### src/hdl/thcu_pkg.sv
// Shared types and constants of the Hybla congestion window engine.
`default_nettype none

package thcu_pkg;

    localparam int PROD_W    = 48;
    localparam int MUL_B_W   = 16;
    localparam int DIV_W     = 48;
    localparam int DIV_CNT_W = 6;

    localparam logic [DIV_CNT_W-1:0] CA_DIV_BITS   = 6'd45;
    localparam logic [DIV_CNT_W-1:0] HALF_DIV_BITS = 6'd31;

    localparam logic [31:0] INIT_WINDOW    = 32'd4380;
    localparam logic [31:0] SSTHRESH_RESET = 32'hFFFF_FFFF;
    localparam logic [15:0] MSS_RESET      = 16'd1460;
    localparam logic [29:0] MAX_WIN_RESET  = 30'd1073725440;
    localparam logic [12:0] CA_GAIN_RESET  = 13'd64;
    localparam logic [11:0] SS_GAIN_RESET  = 12'd127;

    typedef enum logic [2:0] {
        ACT_ACK           = 3'd0,
        ACT_DUPACK        = 3'd1,
        ACT_ECN           = 3'd2,
        ACT_POST_RECOVERY = 3'd3,
        ACT_AFTER_IDLE    = 3'd4
    } thcu_action_t;

    typedef enum logic [2:0] {
        REG_MAX_SEGMENT = 3'd0,
        REG_MAX_WINDOW  = 3'd1,
        REG_RESTART     = 3'd2,
        REG_CA_GAIN     = 3'd3,
        REG_SS_GAIN     = 3'd4
    } thcu_reg_index_t;

    typedef enum logic [3:0] {
        ST_IDLE,
        ST_EXEC,
        ST_CA_MUL1,
        ST_CA_MUL2,
        ST_CA_DIV,
        ST_SS_MUL1,
        ST_SS_MUL2,
        ST_SS_CAP,
        ST_ADD,
        ST_HALF_DIV,
        ST_HALF_MUL,
        ST_DONE
    } thcu_state_t;

    typedef struct packed {
        logic               start;
        logic [PROD_W-1:0]  a;
        logic [MUL_B_W-1:0] b;
    } thcu_mul_req_t;

    typedef struct packed {
        logic                 start;
        logic [DIV_W-1:0]     dividend;
        logic [31:0]          divisor;
        logic [DIV_CNT_W-1:0] nbits;
    } thcu_div_req_t;

    typedef struct packed {
        logic busy;
        logic done;
    } thcu_unit_sts_t;

endpackage

`default_nettype wire

### src/hdl/tcp_hybla_cwnd_update.sv
// Top level: congestion window state, event sequencer and stream ports.
// Post-recovery, after-idle, ignored and unknown events use neither unit; slow start ACKs
// use two 12-bit gain multiplies, the congestion signals a 31-step divide and a 16-bit
// multiply, and a congestion avoidance ACK two 16-bit multiplies and a 45-step divide.
// One event in flight; the next input transfer follows the result load. Reset restores a
// 4380 window, an all-ones threshold, clear flags and the default register values.
`default_nettype none

module tcp_hybla_cwnd_update
    import thcu_pkg::*;
(
    input  wire logic        clk,
    input  wire logic        rst_n,
    input  wire logic        cfg_we,
    input  wire logic [2:0]  cfg_index,
    input  wire logic [29:0] cfg_data,
    input  wire logic        s_tvalid,
    output logic             s_tready,
    // bytes_acked[19:0], window_limited[20], ack_seq[52:21], send_max_seq[84:53], zero pad
    input  wire logic [87:0] s_tdata,
    // action[2:0]
    input  wire logic [2:0]  s_tuser,
    output logic             m_tvalid,
    input  wire logic        m_tready,
    // cong_window[31:0], slow_start_threshold[63:32], fast_recovery[64],
    // congestion_recovery[65], zero pad
    output logic [71:0]      m_tdata
);

    thcu_state_t state_reg, state_next;

    logic [15:0] mss_reg;
    logic [29:0] max_win_reg;
    logic        restart_reg;
    logic [12:0] ca_gain_reg;
    logic [11:0] ss_gain_reg;

    logic [31:0] cwnd_reg, cwnd_next;
    logic [31:0] ssth_reg, ssth_next;
    logic        fast_rec_reg, fast_rec_next;
    logic        cong_rec_reg, cong_rec_next;

    logic [2:0]  action_reg;
    logic [19:0] bytes_reg;
    logic        limited_reg;
    logic [31:0] ack_reg;
    logic [31:0] smax_reg;

    logic [PROD_W-1:0] step_reg, step_next;
    logic [31:0]       tmp_reg, tmp_next;
    logic [71:0]       m_tdata_reg, m_tdata_next;
    logic              m_tvalid_reg;
    logic              out_load;

    thcu_mul_req_t     mul_req;
    thcu_unit_sts_t    mul_sts;
    logic [PROD_W-1:0] mul_prod;
    thcu_div_req_t     div_req;
    thcu_unit_sts_t    div_sts;
    logic [DIV_W-1:0]  div_quo;

    logic              win_apply;
    logic [31:0]       win_val;
    logic [31:0]       post_diff;
    logic [31:0]       mss2_w;
    logic [31:0]       mss4_w;
    logic [31:0]       rw_max;
    logic [31:0]       rw_val;
    logic [PROD_W-1:0] cap_sum;
    logic [PROD_W-1:0] add_sum;
    logic [30:0]       segs;
    logic [PROD_W-1:0] bytes_w;
    logic [PROD_W-1:0] tmp_w;

    thcu_mul u_mul (
        .clk     (clk),
        .rst_n   (rst_n),
        .req     (mul_req),
        .sts     (mul_sts),
        .product (mul_prod)
    );

    thcu_div u_div (
        .clk      (clk),
        .rst_n    (rst_n),
        .req      (div_req),
        .sts      (div_sts),
        .quotient (div_quo)
    );

    assign post_diff = ack_reg + ssth_reg - smax_reg;
    assign mss2_w    = {15'd0, mss_reg, 1'b0};
    assign mss4_w    = {14'd0, mss_reg, 2'b0};
    assign rw_max    = (mss2_w > INIT_WINDOW) ? mss2_w : INIT_WINDOW;
    assign rw_val    = restart_reg ? ((mss4_w < rw_max) ? mss4_w : rw_max) : mss2_w;
    assign cap_sum   = step_reg + {16'd0, cwnd_reg};
    assign add_sum   = step_reg + {16'd0, cwnd_reg};
    assign segs      = (div_quo[30:0] < 31'd2) ? 31'd2 : div_quo[30:0];
    assign bytes_w   = {28'd0, bytes_reg};
    assign tmp_w     = {16'd0, tmp_reg};
    assign out_load  = (state_reg == ST_DONE) && (!m_tvalid_reg || m_tready);

    always_comb
    begin
        state_next = state_reg;
        case (state_reg)
            ST_IDLE:
            begin
                if (s_tvalid)
                begin
                    state_next = ST_EXEC;
                end
            end
            ST_EXEC:
            begin
                case (action_reg)
                    ACT_ACK:
                    begin
                        if (fast_rec_reg || cong_rec_reg || !limited_reg)
                        begin
                            state_next = ST_DONE;
                        end
                        else if (cwnd_reg > ssth_reg)
                        begin
                            state_next = ST_CA_MUL1;
                        end
                        else
                        begin
                            state_next = ST_SS_MUL1;
                        end
                    end
                    ACT_DUPACK:
                    begin
                        state_next = (fast_rec_reg || (mss_reg == '0)) ? ST_DONE : ST_HALF_DIV;
                    end
                    ACT_ECN:
                    begin
                        state_next = (cong_rec_reg || (mss_reg == '0)) ? ST_DONE : ST_HALF_DIV;
                    end
                    default:
                    begin
                        state_next = ST_DONE;
                    end
                endcase
            end
            ST_CA_MUL1:
            begin
                if (mul_sts.done)
                begin
                    state_next = ST_CA_MUL2;
                end
            end
            ST_CA_MUL2:
            begin
                if (mul_sts.done)
                begin
                    state_next = ST_CA_DIV;
                end
            end
            ST_CA_DIV:
            begin
                if (div_sts.done)
                begin
                    state_next = ST_ADD;
                end
            end
            ST_SS_MUL1:
            begin
                if (mul_sts.done)
                begin
                    state_next = ST_SS_MUL2;
                end
            end
            ST_SS_MUL2:
            begin
                if (mul_sts.done)
                begin
                    state_next = ST_SS_CAP;
                end
            end
            ST_SS_CAP:
            begin
                state_next = ST_ADD;
            end
            ST_ADD:
            begin
                state_next = ST_DONE;
            end
            ST_HALF_DIV:
            begin
                if (div_sts.done)
                begin
                    state_next = ST_HALF_MUL;
                end
            end
            ST_HALF_MUL:
            begin
                if (mul_sts.done)
                begin
                    state_next = ST_DONE;
                end
            end
            ST_DONE:
            begin
                if (!m_tvalid_reg || m_tready)
                begin
                    state_next = ST_IDLE;
                end
            end
            default:
            begin
                state_next = ST_IDLE;
            end
        endcase
    end

    always_comb
    begin
        cwnd_next     = cwnd_reg;
        ssth_next     = ssth_reg;
        fast_rec_next = fast_rec_reg;
        cong_rec_next = cong_rec_reg;
        step_next     = step_reg;
        tmp_next      = tmp_reg;
        m_tdata_next  = m_tdata_reg;
        mul_req       = '0;
        div_req       = '0;
        win_apply     = 1'b0;
        win_val       = '0;
        s_tready      = (state_reg == ST_IDLE);

        case (state_reg)
            ST_EXEC:
            begin
                case (action_reg)
                    ACT_ACK:
                    begin
                        if (!(fast_rec_reg || cong_rec_reg || !limited_reg))
                        begin
                            mul_req.start = 1'b1;
                            if (cwnd_reg > ssth_reg)
                            begin
                                mul_req.a = {35'd0, ca_gain_reg};
                                mul_req.b = mss_reg;
                            end
                            else
                            begin
                                mul_req.a = bytes_w;
                                mul_req.b = {4'd0, ss_gain_reg};
                            end
                        end
                    end
                    ACT_DUPACK, ACT_ECN:
                    begin
                        if ((action_reg == ACT_DUPACK) ? !fast_rec_reg : !cong_rec_reg)
                        begin
                            if (mss_reg == '0)
                            begin
                                win_apply = 1'b1;
                            end
                            else
                            begin
                                div_req.start    = 1'b1;
                                div_req.dividend = {cwnd_reg[31:1], 17'd0};
                                div_req.divisor  = {16'd0, mss_reg};
                                div_req.nbits    = HALF_DIV_BITS;
                            end
                        end
                    end
                    ACT_POST_RECOVERY:
                    begin
                        if (fast_rec_reg)
                        begin
                            if ((post_diff != '0) && !post_diff[31])
                            begin
                                cwnd_next = smax_reg - ack_reg + {16'd0, mss_reg};
                            end
                            else
                            begin
                                cwnd_next = ssth_reg;
                            end
                        end
                        fast_rec_next = 1'b0;
                        cong_rec_next = 1'b0;
                    end
                    ACT_AFTER_IDLE:
                    begin
                        if (cwnd_reg > rw_val)
                        begin
                            cwnd_next = rw_val;
                        end
                    end
                    default:
                    begin
                    end
                endcase
            end
            ST_CA_MUL1:
            begin
                if (mul_sts.done)
                begin
                    mul_req.start = 1'b1;
                    mul_req.a     = mul_prod;
                    mul_req.b     = mss_reg;
                end
            end
            ST_CA_MUL2:
            begin
                if (mul_sts.done)
                begin
                    div_req.start    = 1'b1;
                    div_req.dividend = {mul_prod[44:0], 3'd0};
                    div_req.divisor  = cwnd_reg;
                    div_req.nbits    = CA_DIV_BITS;
                end
            end
            ST_CA_DIV:
            begin
                if (div_sts.done)
                begin
                    step_next = (div_quo == '0) ? PROD_W'(1) : div_quo;
                end
            end
            ST_SS_MUL1:
            begin
                if (mul_sts.done)
                begin
                    tmp_next      = mul_prod[31:0];
                    mul_req.start = 1'b1;
                    mul_req.a     = {32'd0, mss_reg};
                    mul_req.b     = {4'd0, ss_gain_reg};
                end
            end
            ST_SS_MUL2:
            begin
                if (mul_sts.done)
                begin
                    step_next = (tmp_w < mul_prod) ? tmp_w : mul_prod;
                end
            end
            ST_SS_CAP:
            begin
                if ((cap_sum > {16'd0, ssth_reg}) && (bytes_w < step_reg))
                begin
                    step_next = bytes_w;
                end
            end
            ST_ADD:
            begin
                if (step_reg != '0)
                begin
                    if (add_sum > {18'd0, max_win_reg})
                    begin
                        cwnd_next = {2'd0, max_win_reg};
                    end
                    else
                    begin
                        cwnd_next = add_sum[31:0];
                    end
                end
            end
            ST_HALF_DIV:
            begin
                if (div_sts.done)
                begin
                    mul_req.start = 1'b1;
                    mul_req.a     = {17'd0, segs};
                    mul_req.b     = mss_reg;
                end
            end
            ST_HALF_MUL:
            begin
                if (mul_sts.done)
                begin
                    win_apply = 1'b1;
                    win_val   = mul_prod[31:0];
                end
            end
            ST_DONE:
            begin
                if (out_load)
                begin
                    m_tdata_next = {6'd0, cong_rec_reg, fast_rec_reg, ssth_reg, cwnd_reg};
                end
            end
            default:
            begin
            end
        endcase

        if (win_apply)
        begin
            if (action_reg == ACT_DUPACK)
            begin
                if (!cong_rec_reg)
                begin
                    ssth_next = win_val;
                end
                fast_rec_next = 1'b1;
                cong_rec_next = 1'b1;
            end
            else
            begin
                ssth_next     = win_val;
                cwnd_next     = win_val;
                cong_rec_next = 1'b1;
            end
        end
    end

    always_ff @(posedge clk or negedge rst_n)
    begin
        if (!rst_n)
        begin
            state_reg    <= ST_IDLE;
            cwnd_reg     <= INIT_WINDOW;
            ssth_reg     <= SSTHRESH_RESET;
            fast_rec_reg <= 1'b0;
            cong_rec_reg <= 1'b0;
            m_tvalid_reg <= 1'b0;
            mss_reg      <= MSS_RESET;
            max_win_reg  <= MAX_WIN_RESET;
            restart_reg  <= 1'b1;
            ca_gain_reg  <= CA_GAIN_RESET;
            ss_gain_reg  <= SS_GAIN_RESET;
        end
        else
        begin
            state_reg    <= state_next;
            cwnd_reg     <= cwnd_next;
            ssth_reg     <= ssth_next;
            fast_rec_reg <= fast_rec_next;
            cong_rec_reg <= cong_rec_next;
            if (out_load)
            begin
                m_tvalid_reg <= 1'b1;
            end
            else if (m_tready)
            begin
                m_tvalid_reg <= 1'b0;
            end
            if (cfg_we)
            begin
                case (cfg_index)
                    REG_MAX_SEGMENT: mss_reg     <= cfg_data[15:0];
                    REG_MAX_WINDOW:  max_win_reg <= cfg_data;
                    REG_RESTART:     restart_reg <= cfg_data[0];
                    REG_CA_GAIN:     ca_gain_reg <= cfg_data[12:0];
                    REG_SS_GAIN:     ss_gain_reg <= cfg_data[11:0];
                    default:
                    begin
                    end
                endcase
            end
        end
    end

    always_ff @(posedge clk)
    begin
        step_reg    <= step_next;
        tmp_reg     <= tmp_next;
        m_tdata_reg <= m_tdata_next;
        if (s_tvalid && s_tready)
        begin
            action_reg  <= s_tuser;
            bytes_reg   <= s_tdata[19:0];
            limited_reg <= s_tdata[20];
            ack_reg     <= s_tdata[52:21];
            smax_reg    <= s_tdata[84:53];
        end
    end

    assign m_tvalid = m_tvalid_reg;
    assign m_tdata  = m_tdata_reg;

    assert property (@(posedge clk) disable iff (!rst_n)
        fast_rec_reg |-> cong_rec_reg)
        else $error("fast recovery set without congestion recovery");

    assert property (@(posedge clk) disable iff (!rst_n)
        (state_reg == ST_IDLE) |-> (!mul_sts.busy && !div_sts.busy))
        else $error("arithmetic unit busy while idle");

    assert property (@(posedge clk) disable iff (!rst_n)
        div_req.start |-> !div_sts.busy || div_sts.done)
        else $error("divider restarted mid-operation");

    assert property (@(posedge clk) disable iff (!rst_n)
        out_load |=> m_tvalid_reg)
        else $error("result load lost");

    assert property (@(posedge clk) disable iff (!rst_n)
        (state_reg != ST_IDLE) |=> $stable(action_reg))
        else $error("event latch changed during processing");

endmodule

`default_nettype wire

### src/hdl/thcu_mul.sv
// Serial-parallel multiplier, one multiplier bit per cycle.
`default_nettype none

module thcu_mul
    import thcu_pkg::*;
(
    input  wire logic              clk,
    input  wire logic              rst_n,
    input  wire thcu_mul_req_t     req,
    output thcu_unit_sts_t         sts,
    output logic [PROD_W-1:0]      product
);

    logic [PROD_W-1:0]  acc_reg;
    logic [PROD_W-1:0]  a_reg;
    logic [MUL_B_W-1:0] b_reg;
    logic               busy_reg;

    always_ff @(posedge clk or negedge rst_n)
    begin
        if (!rst_n)
        begin
            busy_reg <= 1'b0;
        end
        else if (req.start)
        begin
            busy_reg <= 1'b1;
        end
        else if (busy_reg && (b_reg == '0))
        begin
            busy_reg <= 1'b0;
        end
    end

    always_ff @(posedge clk)
    begin
        if (req.start)
        begin
            acc_reg <= '0;
            a_reg   <= req.a;
            b_reg   <= req.b;
        end
        else if (busy_reg && (b_reg != '0))
        begin
            if (b_reg[0])
            begin
                acc_reg <= acc_reg + a_reg;
            end
            a_reg <= {a_reg[PROD_W-2:0], 1'b0};
            b_reg <= {1'b0, b_reg[MUL_B_W-1:1]};
        end
    end

    assign sts.busy = busy_reg;
    assign sts.done = busy_reg && (b_reg == '0);
    assign product  = acc_reg;

endmodule

`default_nettype wire

### src/hdl/thcu_div.sv
// Restoring divider, one quotient bit per cycle.
`default_nettype none

module thcu_div
    import thcu_pkg::*;
(
    input  wire logic              clk,
    input  wire logic              rst_n,
    input  wire thcu_div_req_t     req,
    output thcu_unit_sts_t         sts,
    output logic [DIV_W-1:0]       quotient
);

    logic [DIV_W-1:0]     dvd_reg;
    logic [31:0]          dsr_reg;
    logic [31:0]          rem_reg;
    logic [DIV_W-1:0]     quo_reg;
    logic [DIV_CNT_W-1:0] cnt_reg;
    logic                 busy_reg;
    logic [32:0]          rem_shift;
    logic                 fits;

    assign rem_shift = {rem_reg, dvd_reg[DIV_W-1]};
    assign fits      = rem_shift >= {1'b0, dsr_reg};

    always_ff @(posedge clk or negedge rst_n)
    begin
        if (!rst_n)
        begin
            busy_reg <= 1'b0;
            cnt_reg  <= '0;
        end
        else if (req.start)
        begin
            busy_reg <= 1'b1;
            cnt_reg  <= req.nbits;
        end
        else if (busy_reg)
        begin
            if (cnt_reg == '0)
            begin
                busy_reg <= 1'b0;
            end
            else
            begin
                cnt_reg <= cnt_reg - 1'b1;
            end
        end
    end

    always_ff @(posedge clk)
    begin
        if (req.start)
        begin
            dvd_reg <= req.dividend;
            dsr_reg <= req.divisor;
            rem_reg <= '0;
            quo_reg <= '0;
        end
        else if (busy_reg && (cnt_reg != '0))
        begin
            dvd_reg <= {dvd_reg[DIV_W-2:0], 1'b0};
            quo_reg <= {quo_reg[DIV_W-2:0], fits};
            if (fits)
            begin
                rem_reg <= 32'(rem_shift - {1'b0, dsr_reg});
            end
            else
            begin
                rem_reg <= rem_shift[31:0];
            end
        end
    end

    assign sts.busy = busy_reg;
    assign sts.done = busy_reg && (cnt_reg == '0);
    assign quotient = quo_reg;

endmodule

`default_nettype wire
### config.mk
export PLATFORM = sky130hd
export DESIGN_NAME = tcp_hybla_cwnd_update
export DESIGN_NICKNAME = d
export VERILOG_FILES = /design/src/hdl/thcu_pkg.sv /design/src/hdl/tcp_hybla_cwnd_update.sv /design/src/hdl/thcu_mul.sv /design/src/hdl/thcu_div.sv
export SDC_FILE = /design/constraint.sdc
export NUM_CORES = 2
export LEC_CHECK = 0
export BUFFER_PORTS_ARGS = -buffer_cell sky130_fd_sc_hd__buf_2
export CAP_MARGIN = 20
export CORE_MARGIN = 3
export CORE_UTILIZATION = 40
export DETAILED_ROUTE_END_ITERATION = 8
export PLACE_DENSITY_LB_ADDON = 0.2
export SYNTH_ARGS = -nofsm -noshare
export SYNTH_HDL_FRONTEND = slang
export SYNTH_SLANG_ARGS = --single-unit
### constraint.sdc
create_clock -name clk -period 8.3 [get_ports clk]
set_clock_uncertainty 0.05 [all_clocks]
set_input_delay 1.66 -clock clk [delete_from_list [all_inputs] [get_ports clk]]
set_output_delay 1.66 -clock clk [all_outputs]
set_load 0.005 [all_outputs]
==> run metrics <==
R2R Path End=cwnd_reg[9]; Avg Synthesized Cell Area=9.36 um2; wire length per cell=24.5 um; Synth area leaders=edfxtp_1 (26%), ha_1 (11%), dfxtp_1 (6.0%), nand2_1 (5.3%), dfrtp_1 (4.9%); Worst-path clk slew=60 ps; Core Box Area=106000 um2; clk sinks=654; CP delay by family, top=compound AO/OA/AOI/OAI gates; share of cells above drive strength 1=0.117; Worst setup SP type=flop; WP depth=27; Ys Warns=0; Antenna Nets Post-Route=0; hold_ws=428 ps; # nets final=5264; boundary pin count=203; Tot GR Track Use=0.265; CP Capture Type=flop; gr ovfl total=0; Reg2Reg Depth=27; Post-CTS Setup Repair Bufs=0; Die ar.=111000 um2; Commonest cells post-synth=nand2_1 (603), edfxtp_1 (375), inv_1 (372), ha_1 (366), a21oi_1 (365); Synth area leader=edfxtp_1; Max Freq=0.140 GHz; clk_lat worst skew=670 ps; final hold vios=0; die height=333 um; Fill cells=10300; Max stage delay cell, worst path=nand3_1; Slew headroom=0.231; worst r2r src=mss_reg[6]; antenna violations before repair=7; H-tree Lvls=3; Final min period=7150 ps; most frequent cell after synthesis=nand2_1; Critical Path RT=8820 ps; vias in the first global route=33900; Layout Area Growth over Synthesis=12.1%; area of the mapped netlist=42800 um2; Initial Util=0.405; row cnt=119; Num CTS Buffers=77; hold depth=2; maximum fanout along the worst path=23; first drt pass iteration count=9; final WL=151000 um; Chip Width=333 um; VDD IR max=196 uV; Crit Path Class=reg -> reg; Buffers & Inverters on Critical Path=1; RSZ-0062 raised after global routing=no; Hold WC Path Type=reg -> reg; Netlist cell types=87; routability cong.=0.958; CTS Root Cell=clkbuf_16; ys async rst share=0.231; DR DRC count=0; WHS Endpoint=u_div.quotient[35]; DP Area=45300 um2; Initial DRC Count=3635; first-pass GRT wire length=223000 um; setup TNS=0 ps; max reg flops=66; cts repair resizes=0; Slowest Stage Delay on Critical Path=680 ps; dominant synthesized flop cell=edfxtp_1; hold-fix buffers at CTS=0; I/O Buffers=193; Clock Tree Buf Depth=3; Worst Tran Pin Value=1140 ps; Mapped Cells=4567; Final setup viols=0; multi-input logic area=23000 um2; CTS tree=done; min-delay src=u_div.quotient[34]; DPL Wire Length=116000 um; sequential element share of the synthesized area=0.414; largest net degree at the start of global routing=71; Leakage Power=20.1 nW; Worst R2R Setup Slack=1150 ps; Final Cycle Share=0.861; Worst path most repeated cell=a21o_1; count of state elements after synthesis=654; area share of the leading cell type in the synthesized netlist=0.263; CP arrival=7660 ps; status=completed; max cap viols=0; Design Area, Final=47900 um2; Final Max Tran Viols=0; sequential cell area=17700 um2; power per cell area=360 nW/um2; crit path launch=mss_reg[6]; drt via density=5.83; Post-synth EDFFs=375; routed vias=36000
-- worst max path at each step --
| stage | slack (ps) | endpoint |
|---|---|---|
| after CTS | 1280 | cwnd_reg[9] |
| final | 1150 | cwnd_reg[9] |
| after floorplan | 370 | step_reg[0] |
| after global routing | 750 | cwnd_reg[9] |
| after global placement | 1420 | cwnd_reg[9] |
| after detailed placement | 1380 | cwnd_reg[9] |
-- final cells by class --
type / instances / share of cell area
Antenna cell: 1 / 0.0000522
Clock buffer: 105 / 0.0452
Clock inverter: 39 / 0.00832
Inverter: 373 / 0.0292
Multi-Input combinational cell: 3352 / 0.480
Sequential cell: 654 / 0.369
Tap cell: 1391 / 0.0363
Timing Repair Buffer: 261 / 0.0316
-- worst reg2reg max path, stage by stage (launching register included) --
cell and delay, ps:
dfrtp_1 560, nor3_1 300, a21oi_1 110, o41ai_1 300, and2_0 360, nor2_1 80, ha_1 290, a21o_1 190
a21o_1 170, a21o_1 170, a21o_1 170, a21o_1 180, a21oi_1 260, nand3_1 680, o32a_1 380, o21ai_0 240
ha_1 350, nand4_1 130, nor2_1 90, a21oi_1 170, o2111ai_1 130, o2111ai_1 240, buf_4 240, a31o_2 610
a21oi_1 150, o21a_1 140, o21a_1 100, a22oi_1 190
-- routing by layer --
layer | track usage | up-vias | wire, um
met4 | 0.0797 | 4 | 5000
met3 | 0.0624 | 248 | 12300
li1 | - | 16900 | -
met5 | 0 | - | 27
met2 | 0.407 | 1369 | 66400
met1 | 0.372 | 17400 | 67500
-- where the power goes --
group | internal [W] | switching [W]
Clock | 0.00201 | 0.00148
Sequential | 0.00456 | 0.00110
Combinational | 0.00323 | 0.00488
Total | 0.00980 | 0.00747
-- layout by cell type (no fill, tap or decap), drive strengths merged, types with 68 or more instances in the layout --
cell type / n
nand3: 96
o21ai: 349
nand2: 603
ha: 366
inv: 378
clkbuf: 108
dfstp: 68
mux2i: 70
xnor2: 78
dfrtp: 83
nor2: 213
a22oi: 72
edfxtp: 375
dfxtp: 128
buf: 258
a21o: 138
a21oi: 365
-- through the flow --
stage / cells / setup WS (ps) / util / power, W
global route: 6175 / 748 / 0.454 / 0.0184
detailed placement: 6026 / 1380 / 0.429 / 0.0136
global placement: 6026 / 1420 / 0.429 / 0.0136
finish: 6176 / 1150 / 0.454 / 0.0173
floorplan: 4572 / 369 / - / 0.0110
CTS: 6170 / 1280 / 0.453 / 0.0172
-- kinds of logic after synthesis --
family          count (synthesis)  synth area share
compound gates               1350             0.203
simple gates                 1320             0.144
flops                         654             0.414
buf+inv                       566            0.0511
fa+ha+maj                     416             0.130
xor+xnor                      141            0.0289
mux                           118            0.0290
other cells                     2          0.000176
Power figures use the tool's default switching activity.
